--- config.mk ---
export PLATFORM = sky130hd
export DESIGN_NAME = float_literal_recognizer_top
export DESIGN_NICKNAME = d
export VERILOG_FILES = /design/src/rtl/flr_pkg.sv /design/src/rtl/flr_core.sv /design/src/rtl/float_literal_recognizer_top.sv
export VERILOG_INCLUDE_DIRS = /design/src /design/src/rtl
export SDC_FILE = /design/constraint.sdc
export NUM_CORES = 1
export LEC_CHECK = 0
export BUFFER_PORTS_ARGS = -buffer_cell sky130_fd_sc_hd__buf_2
export CORE_MARGIN = 2
export CORE_UTILIZATION = 30
export DETAILED_ROUTE_END_ITERATION = 10
export GPL_TIMING_DRIVEN = 0
export PLACE_DENSITY = 0.52
export REMOVE_ABC_BUFFERS = 1
export SYNTH_ARGS = -nofsm -noshare
export SYNTH_HDL_FRONTEND = slang
export SYNTH_SLANG_ARGS = --single-unit
--- constraint.sdc ---
create_clock -name clk -period 4.05 [get_ports clk]
set_clock_uncertainty 0.1 [all_clocks]
set_input_delay 0.81 -clock clk [delete_from_list [all_inputs] [get_ports clk]]
set_output_delay 0.81 -clock clk [all_outputs]
set_load 0.005 [all_outputs]
--- src/rtl/float_literal_recognizer_top_assert.svh ---
// Assertion macros for the float literal recognizer.
// Uses the clk and rst_n signals of the module that includes this file.
`ifndef FLOAT_LITERAL_RECOGNIZER_TOP_ASSERT_SVH
`define FLOAT_LITERAL_RECOGNIZER_TOP_ASSERT_SVH

// Same-cycle implication, disabled in reset
`define FLR_ASSERT_IMP(lbl, ante, cons) \
    lbl: assert property (@(posedge clk) disable iff (!rst_n) (ante) |-> (cons)) \
        else $error("flr assertion failed");

// Next-cycle implication, disabled in reset
`define FLR_ASSERT_NXT(lbl, ante, cons) \
    lbl: assert property (@(posedge clk) disable iff (!rst_n) (ante) |=> (cons)) \
        else $error("flr assertion failed");

`endif

--- src/rtl/flr_pkg.sv ---
// Shared types, codes and character helpers of the float literal recognizer.
// No dependencies.
package flr_pkg;

    localparam logic [7:0] DECIMAL_POINT_RESET = 8'd46;
    localparam logic       REG_DECIMAL_POINT   = 1'b0;

    typedef enum logic [3:0] {
        PS_SIGNED    = 4'd0,
        PS_MANT      = 4'd1,
        PS_MANT_END  = 4'd2,
        PS_FRAC      = 4'd3,
        PS_EXP_MARK  = 4'd4,
        PS_EXP_SIGN  = 4'd5,
        PS_EXP_DIGIT = 4'd6,
        PS_EXP_MORE  = 4'd7,
        PS_TRAIL     = 4'd8,
        PS_ZERO      = 4'd9,
        PS_START     = 4'd10,
        PS_WORD      = 4'd11,
        PS_VALID     = 4'd12,
        PS_FAILED    = 4'd13
    } parse_state_t;

    typedef enum logic [1:0] {
        ACT_STORE = 2'd0,
        ACT_DONE  = 2'd1,
        ACT_ERROR = 2'd2
    } act_t;

    typedef enum logic [1:0] {
        OUT_STORED = 2'd0,
        OUT_VALID  = 2'd1,
        OUT_FAILED = 2'd2
    } outcome_t;

    typedef struct packed {
        parse_state_t st;
        logic         hex_mode;
        logic         seen_hex_prefix;
        logic         saw_digits;
        logic         word_is_infinity;
        logic [2:0]   match_pos;
        logic [15:0]  width_left;
    } flr_ctx_t;

    function automatic logic is_digit(input logic [7:0] c);
        return (c >= "0") && (c <= "9");
    endfunction

    function automatic logic is_upper(input logic [7:0] c);
        return (c >= "A") && (c <= "Z");
    endfunction

    function automatic logic is_alpha(input logic [7:0] c);
        return is_upper(c) || ((c >= "a") && (c <= "z"));
    endfunction

    function automatic logic [7:0] to_lower(input logic [7:0] c);
        return is_upper(c) ? c + 8'd32 : c;
    endfunction

    function automatic logic is_xdigit(input logic [7:0] c);
        logic [7:0] l;
        l = to_lower(c);
        return is_digit(c) || ((l >= "a") && (l <= "f"));
    endfunction

    function automatic logic [7:0] nan_char(input logic [2:0] pos);
        logic [7:0] r;
        unique case (pos)
            3'd0:    r = "a";
            3'd1:    r = "n";
            3'd2:    r = "s";
            default: r = 8'd0;
        endcase
        return r;
    endfunction

    function automatic logic [7:0] inf_char(input logic [2:0] pos);
        logic [7:0] r;
        unique case (pos)
            3'd0:    r = "n";
            3'd1:    r = "f";
            3'd2:    r = "i";
            3'd3:    r = "n";
            3'd4:    r = "i";
            3'd5:    r = "t";
            3'd6:    r = "y";
            default: r = 8'd0;
        endcase
        return r;
    endfunction

endpackage

--- src/rtl/flr_core.sv ---
// Per-character next-state and outcome logic of the float literal recognizer.
// Depends on flr_pkg.
module flr_core (
    input  flr_pkg::flr_ctx_t cur,
    input  logic [7:0]        ch,
    input  logic              end_of_input,
    input  logic              first,
    input  logic [15:0]       field_width,
    input  logic [7:0]        decimal_point,
    output flr_pkg::flr_ctx_t nxt,
    output flr_pkg::outcome_t outcome,
    output logic              hex_literal
);

    flr_pkg::flr_ctx_t     eff;
    flr_pkg::act_t         act;
    flr_pkg::parse_state_t s;
    logic                  res;
    logic                  term;

    logic       c_ok;
    logic       is_dig;
    logic       is_xd;
    logic       is_sg;
    logic       is_zero;
    logic       is_x;
    logic       is_n;
    logic       is_i;
    logic       is_dp;
    logic       is_ex;
    logic [2:0] wlen;
    logic [7:0] wc;
    logic       wmatch;

    always_comb
    begin
        eff = cur;
        if (first)
        begin
            eff.st               = flr_pkg::PS_START;
            eff.hex_mode         = 1'b0;
            eff.seen_hex_prefix  = 1'b0;
            eff.saw_digits       = 1'b0;
            eff.word_is_infinity = 1'b0;
            eff.match_pos        = 3'd0;
            eff.width_left       = field_width;
        end
    end

    assign c_ok    = !end_of_input;
    assign is_dig  = c_ok && flr_pkg::is_digit(ch);
    assign is_xd   = c_ok && eff.hex_mode && flr_pkg::is_xdigit(ch);
    assign is_sg   = c_ok && ((ch == "+") || (ch == "-"));
    assign is_zero = c_ok && (ch == "0");
    assign is_x    = c_ok && ((ch == "x") || (ch == "X"));
    assign is_n    = c_ok && ((ch == "n") || (ch == "N"));
    assign is_i    = c_ok && ((ch == "i") || (ch == "I"));
    assign is_dp   = c_ok && (ch == decimal_point);
    assign is_ex   = c_ok && ((ch == "e") || (ch == "E")
                     || (eff.hex_mode && ((ch == "p") || (ch == "P"))));

    assign wlen   = eff.word_is_infinity ? 3'd7 : 3'd3;
    assign wc     = (eff.match_pos < wlen)
                    ? (eff.word_is_infinity ? flr_pkg::inf_char(eff.match_pos)
                                            : flr_pkg::nan_char(eff.match_pos))
                    : 8'd0;
    assign wmatch = c_ok && (wc != 8'd0) && flr_pkg::is_alpha(ch)
                    && (flr_pkg::to_lower(ch) == wc);

    // Next state: walk the fall-through chain once, resolving at the first match
    always_comb
    begin
        nxt  = eff;
        act  = flr_pkg::ACT_ERROR;
        s    = eff.st;
        res  = 1'b0;
        term = (eff.st == flr_pkg::PS_VALID) || (eff.st == flr_pkg::PS_FAILED);
        if (term)
        begin
            nxt = eff;
        end
        else if (eff.width_left == 16'd0)
        begin
            act = flr_pkg::ACT_DONE;
        end
        else
        begin
            nxt.width_left = eff.width_left - 16'd1;
            if (!res && (s == flr_pkg::PS_START))
            begin
                if (is_sg)
                begin
                    act = flr_pkg::ACT_STORE; nxt.st = flr_pkg::PS_SIGNED; res = 1'b1;
                end
                else
                begin
                    s = flr_pkg::PS_SIGNED;
                end
            end
            if (!res && (s == flr_pkg::PS_SIGNED))
            begin
                if (is_zero)
                begin
                    act = flr_pkg::ACT_STORE; nxt.st = flr_pkg::PS_ZERO;
                    nxt.saw_digits = 1'b1; res = 1'b1;
                end
                else if (is_n || is_i)
                begin
                    act = flr_pkg::ACT_STORE; nxt.st = flr_pkg::PS_WORD;
                    nxt.word_is_infinity = is_i; nxt.match_pos = 3'd0; res = 1'b1;
                end
                else
                begin
                    s = flr_pkg::PS_MANT;
                end
            end
            if (!res && (s == flr_pkg::PS_ZERO))
            begin
                if (is_x)
                begin
                    act = flr_pkg::ACT_STORE; nxt.st = flr_pkg::PS_MANT;
                    nxt.hex_mode = 1'b1; nxt.seen_hex_prefix = 1'b1;
                    nxt.saw_digits = 1'b0; res = 1'b1;
                end
                else
                begin
                    s = flr_pkg::PS_MANT;
                end
            end
            if (!res && ((s == flr_pkg::PS_MANT) || (s == flr_pkg::PS_FRAC)
                         || (s == flr_pkg::PS_EXP_MORE)))
            begin
                if (is_dig || is_xd)
                begin
                    act = flr_pkg::ACT_STORE; nxt.st = s;
                    nxt.saw_digits = 1'b1; res = 1'b1;
                end
                else
                begin
                    unique case (s)
                        flr_pkg::PS_MANT: s = flr_pkg::PS_MANT_END;
                        flr_pkg::PS_FRAC: s = flr_pkg::PS_EXP_MARK;
                        default:          s = flr_pkg::PS_TRAIL;
                    endcase
                end
            end
            if (!res && (s == flr_pkg::PS_MANT_END))
            begin
                if (is_dp)
                begin
                    act = flr_pkg::ACT_STORE; nxt.st = flr_pkg::PS_FRAC; res = 1'b1;
                end
                else
                begin
                    s = flr_pkg::PS_EXP_MARK;
                end
            end
            if (!res && (s == flr_pkg::PS_EXP_MARK))
            begin
                if (is_ex)
                begin
                    act = flr_pkg::ACT_STORE; nxt.st = flr_pkg::PS_EXP_SIGN;
                    nxt.hex_mode = 1'b0;
                end
                else
                begin
                    act = eff.hex_mode ? flr_pkg::ACT_ERROR : flr_pkg::ACT_DONE;
                end
                res = 1'b1;
            end
            if (!res && (s == flr_pkg::PS_EXP_SIGN))
            begin
                if (is_sg)
                begin
                    act = flr_pkg::ACT_STORE; nxt.st = flr_pkg::PS_EXP_DIGIT; res = 1'b1;
                end
                else
                begin
                    s = flr_pkg::PS_EXP_DIGIT;
                end
            end
            if (!res && (s == flr_pkg::PS_EXP_DIGIT))
            begin
                if (is_dig)
                begin
                    act = flr_pkg::ACT_STORE; nxt.st = flr_pkg::PS_EXP_MORE;
                end
                else
                begin
                    act = flr_pkg::ACT_ERROR;
                end
                res = 1'b1;
            end
            if (!res && (s == flr_pkg::PS_TRAIL))
            begin
                act = flr_pkg::ACT_DONE; res = 1'b1;
            end
            if (!res && (s == flr_pkg::PS_WORD))
            begin
                if (wmatch)
                begin
                    act = flr_pkg::ACT_STORE; nxt.match_pos = eff.match_pos + 3'd1;
                end
                else
                begin
                    act = flr_pkg::ACT_DONE;
                    if ((eff.match_pos == wlen) || (eff.match_pos == 3'd2))
                    begin
                        nxt.saw_digits = 1'b1;
                    end
                end
                res = 1'b1;
            end
        end
        if (!term && (act != flr_pkg::ACT_STORE))
        begin
            nxt.st = ((act == flr_pkg::ACT_DONE) && nxt.saw_digits)
                     ? flr_pkg::PS_VALID : flr_pkg::PS_FAILED;
        end
    end

    always_comb
    begin
        priority if (term)
        begin
            outcome = (eff.st == flr_pkg::PS_VALID) ? flr_pkg::OUT_VALID
                                                    : flr_pkg::OUT_FAILED;
        end
        else if (act == flr_pkg::ACT_STORE)
        begin
            outcome = flr_pkg::OUT_STORED;
        end
        else if (nxt.st == flr_pkg::PS_VALID)
        begin
            outcome = flr_pkg::OUT_VALID;
        end
        else
        begin
            outcome = flr_pkg::OUT_FAILED;
        end
        hex_literal = nxt.seen_hex_prefix;
    end

endmodule

--- src/rtl/float_literal_recognizer_top.sv ---
// Float literal recognizer top: one character per word, one outcome word out,
// takes one word every cycle while the output is not stalled; the outcome is
// registered from the combinational parse step in flr_core. The decimal point
// character sits in the register at byte address 0 (reset '.'). Depends on flr_pkg,
// flr_core and float_literal_recognizer_top_assert.svh.
`include "float_literal_recognizer_top_assert.svh"

module float_literal_recognizer_top (
    input  logic        clk,
    input  logic        rst_n,
    input  logic        s_tvalid,
    output logic        s_tready,
    input  logic [23:0] s_tdata,   // ch[7:0], field_width[23:8]
    input  logic [1:0]  s_tuser,   // end_of_input[0], first[1]
    output logic        m_tvalid,
    input  logic        m_tready,
    output logic [7:0]  m_tdata,   // outcome[1:0], zero[7:2]
    output logic [0:0]  m_tuser,   // hex_literal[0]
    input  logic        psel,
    input  logic        penable,
    input  logic        pwrite,
    input  logic [2:0]  paddr,
    input  logic [31:0] pwdata,
    output logic [31:0] prdata,
    output logic        pready
);

    flr_pkg::flr_ctx_t ctx_reg;
    flr_pkg::flr_ctx_t ctx_next;
    flr_pkg::outcome_t outcome_next;
    flr_pkg::outcome_t outcome_reg;
    logic              hex_next;
    logic              hex_reg;
    logic              valid_reg;
    logic [7:0]        dp_reg;
    logic              s_accept;
    logic              cfg_write;

    assign pready    = 1'b1;
    assign cfg_write = psel && penable && pwrite && pready
                       && (paddr[2] == flr_pkg::REG_DECIMAL_POINT);
    assign prdata    = (paddr[2] == flr_pkg::REG_DECIMAL_POINT) ? {24'd0, dp_reg} : 32'd0;

    assign s_tready = !valid_reg || m_tready;
    assign s_accept = s_tvalid && s_tready;
    assign m_tvalid = valid_reg;
    assign m_tdata  = {6'd0, outcome_reg};
    assign m_tuser  = hex_reg;

    flr_core u_core (
        .cur           (ctx_reg),
        .ch            (s_tdata[7:0]),
        .end_of_input  (s_tuser[0]),
        .first         (s_tuser[1]),
        .field_width   (s_tdata[23:8]),
        .decimal_point (dp_reg),
        .nxt           (ctx_next),
        .outcome       (outcome_next),
        .hex_literal   (hex_next)
    );

    always_ff @(posedge clk or negedge rst_n)
    begin
        if (!rst_n)
        begin
            dp_reg <= flr_pkg::DECIMAL_POINT_RESET;
        end
        else if (cfg_write)
        begin
            dp_reg <= pwdata[7:0];
        end
    end

    always_ff @(posedge clk or negedge rst_n)
    begin
        if (!rst_n)
        begin
            ctx_reg.st               <= flr_pkg::PS_START;
            ctx_reg.hex_mode         <= 1'b0;
            ctx_reg.seen_hex_prefix  <= 1'b0;
            ctx_reg.saw_digits       <= 1'b0;
            ctx_reg.word_is_infinity <= 1'b0;
            ctx_reg.match_pos        <= 3'd0;
            ctx_reg.width_left       <= 16'd0;
            valid_reg                <= 1'b0;
        end
        else
        begin
            if (s_accept)
            begin
                ctx_reg <= ctx_next;
            end
            if (s_accept)
            begin
                valid_reg <= 1'b1;
            end
            else if (m_tready)
            begin
                valid_reg <= 1'b0;
            end
        end
    end

    // Load the result word on accept
    always_ff @(posedge clk)
    begin
        if (s_accept)
        begin
            outcome_reg <= outcome_next;
            hex_reg     <= hex_next;
        end
    end

    `FLR_ASSERT_IMP(a_stall_blocks_input, m_tvalid && !m_tready, !s_tready)
    `FLR_ASSERT_NXT(a_valid_sticks,
        s_accept && !s_tuser[1] && (ctx_reg.st == flr_pkg::PS_VALID),
        ctx_reg.st == flr_pkg::PS_VALID)
    `FLR_ASSERT_NXT(a_width_counts_down,
        s_accept && !s_tuser[1] && (ctx_reg.width_left != 16'd0)
        && (ctx_reg.st != flr_pkg::PS_VALID) && (ctx_reg.st != flr_pkg::PS_FAILED),
        ctx_reg.width_left == $past(ctx_reg.width_left) - 16'd1)
    `FLR_ASSERT_NXT(a_start_on_empty_fails,
        s_accept && s_tuser[1] && s_tuser[0],
        outcome_reg == flr_pkg::OUT_FAILED)

endmodule

Word-level counts from Yosys, hierarchy flattened
Index checks and enable logic that the tools add are counted.
{ "totals": {"register_bits": 39, "word_cells": 266, "output_inout_bits": 44, "inputBits": 68} }
{ "classes": {"n_lt_le_gt_ge": 9, "add_sub_neg": 3, "reduce_logical": 70, "bitwise_logic": 1, "n_eq_ne": 37, "n_mux": 135} }
{ "op_table": {"columns": ["operator", "count"], "rows": [
  ["$mux W4", 43],
  ["$mux W27", 3],
  ["$eq A8 B7 Y1 const B", 10],
  ["$mux W2", 30],
  ["$mux W1", 44],
  ["$pmux W7 S5", 1],
  ["$logic_and A1 B1 Y1", 33],
  ["$eq A4 B4 Y1 const B", 7],
  ["$eq A8 B6 Y1 const B", 3],
  ["$ge A8 B7 Y1 const B", 3],
  ["$le A8 B7 Y1 const B", 3],
  ["$mux W8", 3],
  ["$mux W7", 3],
  ["$pmux W7 S3", 1],
  ["$eq A4 B3 Y1 const B", 4],
  ["$eq A8 B8 Y1", 2],
  ["$logic_not A16 Y1", 1],
  ["$logic_or A1 B1 Y1", 16],
  ["$sub A16 B1 Y16 const B", 1],
  ["$mux W5", 3],
  ["$logic_not A1 Y1", 12],
  ["$eq A3 B3 Y1 const B", 3],
  ["$mux W3", 3],
  ["$add A8 B6 Y8 const B", 1],
  ["18 further kinds", 22]
]} }

Depth between registers and ports, before layout
Gate-level depths: netlist (run 1).
{ "logic_depth": {"word_depth": 62, "mapped_depth": 18, "ltp_nobuf": 15} }

Cells and area by module
From an unflattened synthesis (run 1), not the netlist that was laid out.
{ "unflattened": {"cells_unflattened": 477, "area_unflattened_um2": 4294.1} }
{ "by_module_without_submodules": {"columns": ["module", "n_inst", "cells_per_inst", "area_per_inst_um2", "seq_area_each_um2"], "rows": [
  ["flr_core", 1, 355, 2458.6, 0.0],
  ["float_literal_recognizer_top", 1, 122, 1835.5, 998.5]
]} }

Least setup slack after synthesis (run 1)
Ideal clock, no wire load.
{ "synth_timing": {"path_type": "input-to-reg", "startpoint": "input port s_tuser[1]", "endpoint": "register ctx_reg[25] (netlist name)", "slack_ns": -0.109, "stages": 15, "path_buffers": 2, "t_required_ns": 3.819, "t_arrival_ns": 3.928, "setup_time_ns": 0.131, "cell_sequence": "clkbuf_1 buf_2 nand2b_1 inv_1 ha_1 and4b_1 or2_2 or4_1 a211oi_1 a211oi_1 nor4_1 a211oi_2 a31oi_4 a21boi_1 o21ai_1"} }
{ "synth_via": {"elab_chain_len": 55, "word_cells_on_any_way": 172, "cone_classes": "order compare: 1; eq/ne: 20; mux: 112; reduce/logical: 39"} }
{ "synth_lines": {"columns": ["item", "line", "text"], "rows": [
  ["start: declaration", "float_literal_recognizer_top.sv:14", "input logic [1:0] s_tuser,"],
  ["$mux W27 *", "flr_core.sv:38", "if (first)"],
  ["branches (longest 53 deep; another with $eq A4 B4 Y1)", null, null],
  ["$mux W4 *", "flr_core.sv:215", "if (!term && (act != flr_pkg::ACT_STORE))"],
  ["end signal: assignment", "float_literal_recognizer_top.sv:91", "ctx_reg <= ctx_next;"],
  ["end: declaration", "float_literal_recognizer_top.sv:28", "flr_pkg::flr_ctx_t ctx_reg;"]
]} }
Mark *: on every way between the ends. The select of a mux whose other input is x is not followed.
A chain may end at the register's enable or synchronous reset.

Final worst setup path (run 1)
Ends and elaborated chain as after synthesis.

==> impl_results.md, run 1 <==
* Max Cap Viol at 0
* DR pass1 iterations at 5
* M1 WL at 5770 µm
* Layout cells sized above 1 at 19.2%
* Min cycle time layout at 3.92 ns
* Post-synthesis mux area share at 3.95%
* IO Port Bufs at 54
* Synth cell count leaders: 50 x nand2_1, 47 x o21ai_0, 45 x nor2_1
* Critical path launch point type: input pin
* Area Overhead vs Synth at 13.0%
* RD Place Congestion at 0.906
* Power Density at 373 mW/mm²
* Vias/cell at 5.48
* Total Nets Final at 672
* CTS tree: done
* Post-CTS Setup Inserts at 0
* Post-Place Setup Slack at -2.21 ns
* Mean Syn Cell Area at a little under 8 µm²
* Met3 wire len at 387 µm
* Finished Cell Area at between 0.004 and 0.005 mm²
* Core Region at 0.0144 mm²
* Multi-input combinational cell area at 0.00313 mm²
* WL met2 at 5980 µm
* Largest family of logic cells by synthesized area: compound AO/OA/AOI/OAI gates
* Wirelength per Cell at 15.9 µm
* Slew @ Worst Pin at 1.17 ns
* Register area at roughly 1000 µm²
* Kind of critical path: in2reg
* Final hold vios at 0
* Num CTS Buffers at 5
* Vias in the first global route at just over 4000
* DRC violations left at 0
* Yosys reg bits at 39
* # diodes at 0
* Slew Limit Fails at 0
* Cell row count at 44
* Die X at 125 µm
* Most numerous cell in the Yosys netlist: nand2_1
* Initial antenna violation count at 0
* Crit. End Element: flip-flop
* Post-DP HPWL at between 8000 and 9000 µm
* Worst setup margin at 0.128 ns
* Arrival time at the worst endpoint at 3.95 ns
* Mapped cell area at approximately 0.0044 mm²
* Placement Cell Area at 0.00462 mm²
* # clock sinks at 39
* Root Buffer: clkbuf_16
* Adder-Cell Fraction of Synth Area at 2.86%
* Path category of the worst min-delay check: reg2reg
* Vias post-DR at 4271
* Cell taking the most area after synthesis: dfrtp_1
* Clock slew at reported path FFs at 0.06 ns
* RSZ-0062 raised after global routing: yes
* Max Freq at 0.255 GHz
* Number of synthesized flops with an enable pin at 3
* Layout fillers at 1519
* Most used cell, CP: a211oi_2
* Crit-path leading delay family: simple AND/OR/NAND/NOR gates
* Die area at 0.0156 mm²
* Area contributors post-synth: dfrtp_1 17%, o21ai_0 5.4%, buf_4 5.3%
* GRT Overall Usage at 15.4%
* First-pass GRT wire length at 20200 µm
* Period utilisation layout at 96.8%
* Seq/Total Area, Yosys at 22.8%
* Worst slew margin at 20.3%
* Largest net degree at the start of global routing at 84
* Final setup violating endpoints at 0
* Cells after Synth at around 570
* Die H at 125 µm
* Yosys warns at 0
* Max FFs per register at 27
* Worst skew pair latency at 0.29 ns
* Hold WS at between 0.3 and 0.4 ns
* Max clock buf depth at 2
* ANT nets after route at 0
* Synth Area in Compound Gates at 28.1%
* Initial Utilization at 30.4%
* Crit Path Max Fanout at 42
* Status: complete, no violations
* Detailed Route WL at 12400 µm
* Post-Synth Simple-Gate Area at 26.8%
* Top Metal Used: met4
* Yosys cell types at 81
* Post-layout util at 34.4%
* Total gr overflow at 0
* Synth Flop Type: dfrtp_1
* Io pins at roughly 110
* CP max stage delay at 0.48 ns
* Synth top area share at 17.2%
* H-Tree Depth at 2
* DR iter-0 viols at 214
* Critical path, cell by cell: buf_16, nand2b_2, inv_1, ha_1, and4b_1, or2_2, or4_1, a211oi_1, a211oi_2, nor4_2, a211oi_2, a31oi_4, a21boi_1, o21ai_1
* Leakage at 0.00200 µW
* Worst path bufs/invs at 2
* Post-synth ARST share at 92.3%
* Post-synthesis xor/xnor area fraction at roughly 5.4%
* Worst path required time at a little over 4 ns
* Highest-delay cell along the critical path: or4_1
* Worst vdd ir at 0.000187 V
==> worst register-to-register path, stage by stage, from the launching register on <==
cell      delay (ns)
dfrtp_1         0.52
nor2b_4         0.24
inv_1           0.11
ha_1            0.30
and4b_1         0.24
or2_2           0.34
or4_1           0.48
a211oi_1        0.29
a211oi_2        0.12
nor4_2          0.26
a211oi_2        0.10
a31oi_4         0.22
a21boi_1        0.19
o21ai_1         0.07
==> metal layers <==
| layer | vias to the layer above | global-route usage [%] |
|---|---|---|
| li1 | 2095 | - |
| met1 | 2062 | 19.9 |
| met2 | 97 | 26.5 |
| met3 | 17 | 1.80 |
| met4 | 0 | 5.49 |
| met5 | - | 0 |
==> per-stage QoR <==
stage                     std cells  total power (µW)   TNS, ns
final                           779              1840         0
after global placement          769              1290    -35.30
after CTS                       778              1840         0
after detailed placement        770              1300    -39.72
after global routing            779              1970  -0.00171
after floorplan                 531              1080         0
==> layout by cell type (no fill, tap or decap), types with 11 or more instances in the layout <==
cell,instances
inv_1,16
conb_1,31
a22oi_1,13
dfrtp_1,30
buf_2,53
nand2_1,50
nor2b_1,19
nor3_1,19
xnor2_1,11
xor2_1,16
nor2_1,45
a21oi_1,20
o21ai_0,47
==> final timing paths <==
| path | from | slack [ns] | to | depth (start not counted) |
|---|---|---|---|---|
| max in group asynchronous | rst_n | 2.71 | ctx_reg[6]$_DFFE_PN0P_ | 1 |
| worst max-delay path | s_tuser[1] | 0.13 | ctx_reg[25]$_DFFE_PN0P_ | 14 |
| worst min register to register | ctx_reg[20]$_DFFE_PN0P_ | 0.38 | ctx_reg[20]$_DFFE_PN0P_ | 2 |
| worst min-delay path | ctx_reg[20]$_DFFE_PN0P_ | 0.38 | ctx_reg[20]$_DFFE_PN0P_ | 2 |
| min in group asynchronous | rst_n | 0.57 | dp_reg[6]$_DFFE_PN0P_ | 1 |
| worst max register to register | ctx_reg[19]$_DFFE_PN0P_ | 0.32 | ctx_reg[25]$_DFFE_PN0P_ | 13 |
==> repair_timing <==
action / 4_1_cts / 5_1_grt
gates cloned: 0 / 1
gates resized for setup: 12 / 12
pin swaps: 1 / 1
setup endpoints to repair: 30 / 13
hold buffers: 0 / 0
==> where the power goes <==
group	switching, µW	internal, µW	leakage (µW)
clock	164	354	0.0000911
sequential	93.6	492	0.000470
combinational	430	312	0.00144
total	687	1160	0.00200
==> cell type report <==
cell class / count / area share [%]
Clock buffer: 6 / 2.61
Clock inverter: 2 / 1.21
Inverter: 17 / 1.39
Multi-Input combinational cell: 475 / 63.4
Sequential cell: 39 / 20.2
Tap cell: 184 / 4.66
Timing Repair Buffer: 56 / 6.58
==> logic make-up after synthesis <==
| group | count (synthesis) |
|---|---|
| buffers and inverters | 82 |
| AOI/OAI and AO/OA | 171 |
| other | 2 |
| and+or+nand+nor | 220 |
| adders and majority gates | 10 |
| muxes | 16 |
| DFF | 39 |
| xor gates and xnor gates | 27 |
Note: power is estimated with default switching activity, not from simulation.
==> run 2, diff against run 1 <==
--- a/config.mk
+++ b/config.mk
@@ -6,12 +6,13 @@
 export SDC_FILE = /design/constraint.sdc
 export NUM_CORES = 1
 export LEC_CHECK = 0
+export ABC_AREA = 1
 export BUFFER_PORTS_ARGS = -buffer_cell sky130_fd_sc_hd__buf_2
 export CORE_MARGIN = 2
 export CORE_UTILIZATION = 30
 export DETAILED_ROUTE_END_ITERATION = 10
 export GPL_TIMING_DRIVEN = 0
-export PLACE_DENSITY = 0.52
+export PLACE_DENSITY = 0.53
 export REMOVE_ABC_BUFFERS = 1
 export SYNTH_ARGS = -nofsm -noshare
 export SYNTH_HDL_FRONTEND = slang
==> impl_results.md, run 2 <==
* Number of synthesized flops with an enable pin at 3 (unchanged)
* Hold Path Stages at 2 (unchanged)
* Worst slew margin at 29.2% (+8.9 points)
* Detailed Route WL at 10700 µm (-14%)
* Vias in the first global route at 3953 (-2.9%)
* CP max stage delay at 0.41 ns (-0.07 ns)
* GRT Overall Usage at 15.1% (-0.34 points)
* Die area at 0.0144 mm² (-7.5%)
* Register area at 998 µm² (unchanged)
* Crit. End Element: flip-flop
* Max clock buf depth at 2 (unchanged)
* Max Cap Viol at 0 (unchanged)
* Max FFs per register at 27 (unchanged)
* Hold-fix buffers at CTS at 0 (unchanged)
* Post-layout util at 34.7% (+0.25 points)
* Area contributors post-synth: dfrtp_1 19%, nand2_1 11%, inv_1 8.6%
* Synth cell count leaders: 121 x nand2_1, 92 x inv_1, 85 x nor2_1
* # diodes at 0 (unchanged)
* Status: complete, no violations
* Area Overhead vs Synth at 13.2%
* Slew @ Worst Pin at 1.06 ns (-0.105 ns)
* Vias post-DR at 4156 (-2.7%)
* ANT nets after route at 0 (unchanged)
* Leakage at 0.00229 µW (+15%)
* Io pins at 112 (unchanged)
* R2R Path Start: ctx_reg[26]$_DFFE_PN1P_
* IO Port Bufs at 54 (unchanged)
* Initial antenna violation count at 0 (unchanged)
* Power Density at 423 mW/mm² (+13%)
* Layout cells sized above 1 at 16.6% (-2.6 points)
* CTS tree: done
* R2r worst-path depth at 22 (+9)
* Min cycle time layout at 3.81 ns (-0.113 ns)
* Clock power share at 20.4% (-7.6 points)
* Root Buffer: clkbuf_16
* Mapped cell area at 0.00404 mm² (-7.7%)
* DR iter-0 viols at 255 (+19%)
* Initial Utilization at 30.6% (+0.17 points)
* DRC violations left at 0 (unchanged)
* Clock slew at reported path FFs at 0.06 ns (about the same)
* Max Freq at 0.263 GHz (+3.0%)
* Synth top area share at 18.6% (+1.4 points)
* Worst path required time at 3.98 ns (-0.10 ns)
* H-Tree Depth at 2 (unchanged)
* Vias/cell at 4.85 (-12%)
* Mean Syn Cell Area at 6.36 µm² (-18%)
* Final hold vios at 0 (unchanged)
* DR pass1 iterations at 5 (unchanged)
* Global routing usage on met1 at 19.8% (-0.038 points)
* Synth Flop Type: dfrtp_1
* Critical path, cell by cell: buf_2, inv_1, ha_1, inv_1, nor2_1, nand3_1, nand3_1, nand2_1, nand2_1, nand2_1, nand3_1, nand2_2, o2111ai_2, nand2_1, nand4_1, or3_4, a21oi_4, nand3_2, nand2_1, o21ai_1
* Grt met3 use at 2.04% (+0.24 points)
* Multi-input combinational cell area at 0.00253 mm² (-19%)
* Wirelength per Cell at 12.5 µm (-21%)
* Die H at 120 µm (-3.8%)
* Largest net degree at the start of global routing at 37 (-56%)
* Final setup violating endpoints at 0 (unchanged)
* Yosys warns at 0 (unchanged)
* Die X at 120 µm (-3.8%)
* Share of power burned in registers at 28.6% (-3.1 points)
* P_sw at 866 µW (+26%)
* Crit Path Max Fanout at 9 (-79%)
* Layout fillers at 1447 (-4.7%)
* Slew Limit Fails at 0 (unchanged)
* Period utilisation layout at 94.0% (-2.8 points)
* Most numerous cell in the Yosys netlist: nand2_1
* Highest-delay cell along the critical path: or3_4
* Path category of the worst min-delay check: reg2reg
* # clock sinks at 39 (unchanged)
* Critical path launch point type: input pin
* GRT met2 Usage at 25.7% (-0.81 points)
* Crit path from: s_tdata[5]
* Core Region at 0.0132 mm² (-8.2%)
* Num CTS Buffers at 5 (unchanged)
* RD Place Congestion at 0.889 (-1.9%)
* Internal at 1070 µW (-7.9%)
* Top Usage Layer GRT: met2
* Arrival time at the worst endpoint at 3.74 ns (-0.21 ns)
* Yosys reg bits at 39 (unchanged)
* Worst vdd ir at 0.000188 V (+0.95%)
* Yosys cell types at 51 (-37%)
* Total gr overflow at 0 (unchanged)
* Worst Hold Launch: ctx_reg[2]$_DFFE_PN0P_
* Comb pwr share at 51.0% (+11 points)
* Total Nets Final at 758 (+13%)
* Post-DP HPWL at 8230 µm (-7.3%)
* Seq/Total Area, Yosys at 24.7% (+1.9 points)
* Cells after Synth at 635 (+12%)
* Commonest non-fill, non-tap cell in the layout: nand2_1
* Worst skew pair latency at 0.29 ns (about the same)
* Cell row count at 42 (-4.5%)
* Cell taking the most area after synthesis: dfrtp_1
* Sw Ratio at 44.8% (+7.6 points)
* Kind of critical path: in2reg
* First-pass GRT wire length at 18100 µm (-10%)
* Post-synth ARST share at 92.3% (unchanged)
* Commonest cells after routing, fill and taps aside: 119 x nand2_1, 92 x inv_1, 83 x nor2_1
* Most used cell, CP: nand2_1
* Hold WS at 0.380 ns (+0.00110 ns)
[run 2: cell count changes after synthesis, moves of 9 or more]
cell,previous run,this run
inv_2,0,11
nor2b_1,20,0
nand4_1,5,15
nand2b_1,10,1
a22oi_1,13,1
clkbuf_1,25,6
nand2_1,50,121
nand3_1,10,37
mux2_2,10,0
nor2_1,45,85
inv_1,16,92
nor3_1,19,10
[run 2: logic make-up after synthesis]
group / Yosys count / synth area share, %
AO/OA/AOI/OAI: 109 / 15.5
other: 2 / 0.186
XOR/XNOR: 13 / 2.82
adder cells (fa/ha/maj): 10 / 3.10
buffers and inverters: 149 / 17.3
AND/OR/NAND/NOR: 303 / 33.9
multiplexers: 10 / 2.48
flip-flops: 39 / 24.7
[run 2: power by group through the flow]
| stage | Clock, µW | Sequential (µW) | Combinational, µW |
|---|---|---|---|
| 2_1_floorplan | 0 | 547 | 709 |
| 3_3_place_gp | 0 | 553 | 916 |
| 3_5_place_dp | 0 | 555 | 936 |
| 4_1_cts | 408 | 551 | 950 |
| 5_1_grt | 422 | 564 | 1120 |
| 6_report | 393 | 553 | 985 |
[run 2: layout make-up]
cell class | count | area share, %
Clock buffer | 7 | 2.90
Inverter | 103 | 8.51
Clock inverter | 1 | 0.109
Multi-Input combinational cell | 476 | 55.4
Tap cell | 176 | 4.82
Timing Repair Buffer | 55 | 6.41
Sequential cell | 39 | 21.8
[run 2: worst paths after layout]
path                                                 end  slack [ns]
worst max-delay path            outcome_reg[1]$_DFFE_PP_        0.24
worst min-delay path              ctx_reg[2]$_DFFE_PN0P_        0.38
worst max register to register  outcome_reg[1]$_DFFE_PP_        0.50
worst min register to register    ctx_reg[2]$_DFFE_PN0P_        0.38
max in group asynchronous        ctx_reg[18]$_DFFE_PN0P_        2.78
min in group asynchronous         ctx_reg[6]$_DFFE_PN0P_        0.53
[run 2: metal layers]
metal  share of wire, %  vias up
met2                 47      126
li1                   -     2093
met4                1.2        0
met3                4.9        9
met1                 47     1928
met5                  0        -
[run 2: critical path: cells and delay by family]
kind	cells	cell delay (ns)
AO/OA/AOI/OAI	3	0.49
adder cells (fa/ha/maj)	1	0.22
buffers and inverters	3	0.38
AND/OR/NAND/NOR	13	1.83
[run 2: repair_timing]
| action | 4_1_cts | 5_1_grt |
|---|---|---|
| hold endpoints to repair | 0 | 0 |
| resized for setup | 7 | 16 |
| pin swaps | 0 | 4 |
| buffers inserted | 0 | 1 |
| setup endpoints to repair | 12 | 15 |
[run 2: stage by stage]
stage / instances / TNS [ns] / setup WS (ns) / power (µW) / cell area, µm²
5_1_grt: 857 / -0.00836 / -0.00836 / 2110 / 4570
3_5_place_dp: 848 / -7.80 / -0.753 / 1490 / 4330
4_1_cts: 856 / 0 / 0.0688 / 1910 / 4490
2_1_floorplan: 618 / 0 / 0.517 / 1260 / 3830
3_3_place_gp: 848 / -6.67 / -0.671 / 1470 / 4330
6_report: 857 / 0 / 0.241 / 1930 / 4570
==> run 3, diff against run 2 <==
--- a/config.mk
+++ b/config.mk
@@ -12,8 +12,9 @@
 export CORE_UTILIZATION = 30
 export DETAILED_ROUTE_END_ITERATION = 10
 export GPL_TIMING_DRIVEN = 0
-export PLACE_DENSITY = 0.53
+export PLACE_DENSITY = 0.52
 export REMOVE_ABC_BUFFERS = 1
 export SYNTH_ARGS = -nofsm -noshare
 export SYNTH_HDL_FRONTEND = slang
+export SYNTH_HIERARCHICAL = 1
 export SYNTH_SLANG_ARGS = --single-unit
==> impl_results.md, run 3 <==
* Worst Hold Launch: ctx_reg[26]$_DFFE_PN1P_
* Final hold vios at 0 (unchanged)
* Worst skew pair latency at 0.29 ns (about the same)
* Cells after Synth at 678 (+6.8%)
* R2R setup slack at 0.73 ns (+0.23 ns)
* Most used cell, CP: nand3_1
* Area contributors post-synth: dfrtp_1 17%, nand2_1 15%, nand3_1 9.4%
* Seq/Total Area, Yosys at 22.8% (-1.9 points)
* Max Freq at 0.271 GHz (+3.3%)
* Area Overhead vs Synth at 10.5%
* Largest family of logic cells by synthesized area: simple AND/OR/NAND/NOR gates
* R2r worst-path depth at 28 (+27%)
* Fin cells at 906 (+5.7%)
* Layout cells sized above 1 at 20.6% (+4.0 points)
* Mean Syn Cell Area at 6.45 µm² (+1.5%)
* Power Density at 362 mW/mm² (-14%)
* Number of synthesized flops with an enable pin at 3 (unchanged)
* Final setup violating endpoints at 0 (unchanged)
* Critical path launch point type: input pin
* Cell row count at 44 (+4.8%)
* Initial antenna violation count at 0 (unchanged)
* Core Region at 0.0144 mm² (+8.9%)
* FF-to-FF End: ctx_reg[23]$_DFFE_PN0P_
* Worst path required time at 4.13 ns (+0.15 ns)
* Io pins at 112 (unchanged)
* Clock slew at reported path FFs at 0.06 ns (about the same)
* Worst vdd ir at 0.000173 V (-8.3%)
* Mapped cell area at 0.00437 mm² (+8.3%)
* Die H at 125 µm (+4.0%)
* Period utilisation layout at 91.1% (-3.0 points)
* Status: complete, no violations
* Vias/cell at 4.65 (-4.1%)
* Max FFs per register at 27 (unchanged)
* Vias in the first global route at 4067 (+2.9%)
* Max clock buf depth at 2 (unchanged)
* R2R Path Start: ctx_reg[26]$_DFFE_PN1P_
* Yosys reg bits at 39 (unchanged)
* Vias post-DR at 4213 (+1.4%)
* Synth Area in Compound Gates at 10.8% (-4.6 points)
* Adder-Cell Fraction of Synth Area at 2.58% (-0.52 points)
* Max Cap Viol at 0 (unchanged)
* # diodes at 0 (unchanged)
* Total gr overflow at 0 (unchanged)
* Initial Utilization at 30.4% (-0.17 points)
* Largest net degree at the start of global routing at 37 (unchanged)
* Synth cell count leaders: 175 x nand2_1, 82 x nand3_1, 78 x inv_1
* Detailed Route WL at 10900 µm (+1.3%)
* Post-DP HPWL at 8280 µm (+0.61%)
* Crit Path Max Fanout at 20 (+11)
* GRT Overall Usage at 14.5% (-0.60 points)
* Post-Synth Simple-Gate Area at 41.2% (+7.2 points)
* Kind of critical path: in2reg
* Placed cell count at 895 (+5.5%)
* Die X at 125 µm (+4.0%)
* Num CTS Buffers at 5 (unchanged)
* Worst path bufs/invs at 5 (+2)
* Synth Flop Type: dfrtp_1
* Cell taking the most area after synthesis: dfrtp_1
* Worst slew margin at 43.1% (+14 points)
* DRC violations left at 0 (unchanged)
* Min cycle time layout at 3.69 ns (-0.120 ns)
* Most numerous cell in the Yosys netlist: nand2_1
* Path category of the worst min-delay check: reg2reg
* Worst hold endpoint: ctx_reg[26]$_DFFE_PN1P_
* Yosys warns at 6 (+6)
* Critical path, cell by cell: buf_8, inv_4, or2_2, o21ai_0, inv_1, nor2_1, nand4_1, nor3_1, nand2_2, inv_2, nor2_4, inv_2, nor2_2, nand3_1, nor3_2, nand2_1, nor4_2, nand3_1, xor2_1, nand3_1, nand2_1
* Crit-path leading delay family: simple AND/OR/NAND/NOR gates
* Hold Path Stages at 2 (unchanged)
* Hold WS at 0.363 ns (-0.0166 ns)
* Commonest non-fill, non-tap cell in the layout: nand2_1
* Post-synth ARST share at 92.3% (unchanged)
* CP max stage delay at 0.26 ns (-0.15 ns)
* IO Port Bufs at 54 (unchanged)
* DR pass1 iterations at 4 (-1)
* Commonest cells after routing, fill and taps aside: 173 x nand2_1, 82 x nand3_1, 77 x inv_1
* Highest-delay cell along the critical path: nor4_2
* RD Place Congestion at 0.863 (-3.0%)
* Yosys cell types at 52 (+2.0%)
* Post-synthesis mux area share at 2.06% (-0.42 points)
* Arrival time at the worst endpoint at 3.77 ns (+0.03 ns)
* DR iter-0 viols at 196 (-23%)
* Root Buffer: clkbuf_16
* H-Tree Depth at 2 (unchanged)
* Total Nets Final at 798 (+5.3%)
* Slew @ Worst Pin at 0.854 ns (-0.207 ns)
* Crit. End Element: flip-flop
* Wirelength per Cell at 12.0 µm (-4.2%)
* ANT nets after route at 0 (unchanged)
* # clock sinks at 39 (unchanged)
* First-pass GRT wire length at 19100 µm (+5.3%)
* RSZ-0062 raised after global routing: no
* Die area at 0.0156 mm² (+8.1%)
* Synth top area share at 17.2% (-1.4 points)
* CTS tree: done
* Slew Limit Fails at 0 (unchanged)
* Post-synthesis xor/xnor area fraction at 3.40% (+0.58 points)
* Leakage at 0.00255 µW (+11%)
[run 3: cell types whose count changed in the layout (fill, tap and decap cells not counted), moves of 4 or more]
| cell | change |
|---|---|
| nand2_1 | +54 |
| nand3_1 | +46 |
| nor2_1 | -32 |
| o21ai_0 | -20 |
| inv_1 | -15 |
| a21oi_1 | -12 |
| a31oi_1 | -10 |
| nand2_2 | +9 |
| inv_2 | +8 |
| xor2_1 | +6 |
| nor2_2 | +5 |
| or2_2 | +5 |
| nand4_1 | -4 |
| o21ai_1 | -4 |
[run 3: worst register-to-register path: cells and delay by family, from the launching register on]
| kind | cells | cell delay [ns] |
|---|---|---|
| AND/OR/NAND/NOR | 26 | 2.40 |
| flip-flops | 1 | 0.53 |
| AO/OA/AOI/OAI | 1 | 0.17 |
| buffers and inverters | 1 | 0.05 |
[run 3: area by class of cell]
| cell class | count | area, µm² |
|---|---|---|
| clock buffer | 5 | 125 |
| clock inverter | 3 | 43.8 |
| fill | 1564 | 9540 |
| inverter | 98 | 373 |
| multi-input combinational | 520 | 2760 |
| sequential | 39 | 998 |
| tap | 184 | 230 |
| timing repair buffer | 57 | 303 |
[run 3: through the flow]
stage	total power, µW	TNS, ns	setup slack (ns)	area, µm²	utilization (%)
after floorplan	1110	0	0.677	4110	-
after global placement	1290	-3.98	-0.461	4610	32.1
after detailed placement	1290	-3.69	-0.428	4610	32.1
after CTS	1760	0	0.0979	4780	33.3
after global routing	1900	0	0.00906	4830	33.6
final	1750	0	0.361	4830	33.6
[run 3: report_power, final]
part	switching (µW)	internal [µW]	total (µW)
sequential	48.8	484	533
clock	169	291	460
combinational	493	264	757
total	711	1040	1750
[run 3: per-layer routing]
| metal | up-vias | part of all wire [%] | wire length, µm | global-route usage [%] |
|---|---|---|---|---|
| met4 | 0 | 1.3 | 144 | 4.03 |
| met5 | - | 0 | 0 | 0 |
| met2 | 79 | 45 | 4950 | 24.3 |
| li1 | 2220 | - | - | - |
| met3 | 9 | 3.2 | 350 | 1.50 |
| met1 | 1905 | 50 | 5430 | 19.7 |
[run 3: logic make-up (layout without fill, tap and decap cells)]
family,Yosys count,after routing
other,2,31
DFF,39,39
xor gates and xnor gates,17,17
and+or+nand+nor,383,383
AOI/OAI and AO/OA,71,71
muxes,9,9
adders and majority gates,9,9
buffers and inverters,148,163
[run 3: repair_timing]
item | in CTS | in global routing
setup endpoints to repair | 6 | 13
buffers inserted | 0 | 3
hold buffers | 0 | 0
gates resized for setup | 1 | 10
pin swaps | 0 | 1
[run 3: worst max path at each step]
| stage | from | endpoint | slack [ns] | depth (start not counted) |
|---|---|---|---|---|
| after floorplan | s_tuser[1] | ctx_reg[23]$_DFFE_PN0P_ | 0.68 | 21 |
| after global placement | s_tuser[1] | outcome_reg[1]$_DFFE_PP_ | -0.46 | 26 |
| after detailed placement | s_tuser[1] | outcome_reg[1]$_DFFE_PP_ | -0.43 | 26 |
| after CTS | s_tuser[1] | ctx_reg[15]$_DFFE_PN0P_ | 0.1 | 21 |
| after global routing | s_tuser[1] | ctx_reg[23]$_DFFE_PN0P_ | 0.009 | 24 |
| final | s_tuser[1] | ctx_reg[15]$_DFFE_PN0P_ | 0.36 | 21 |
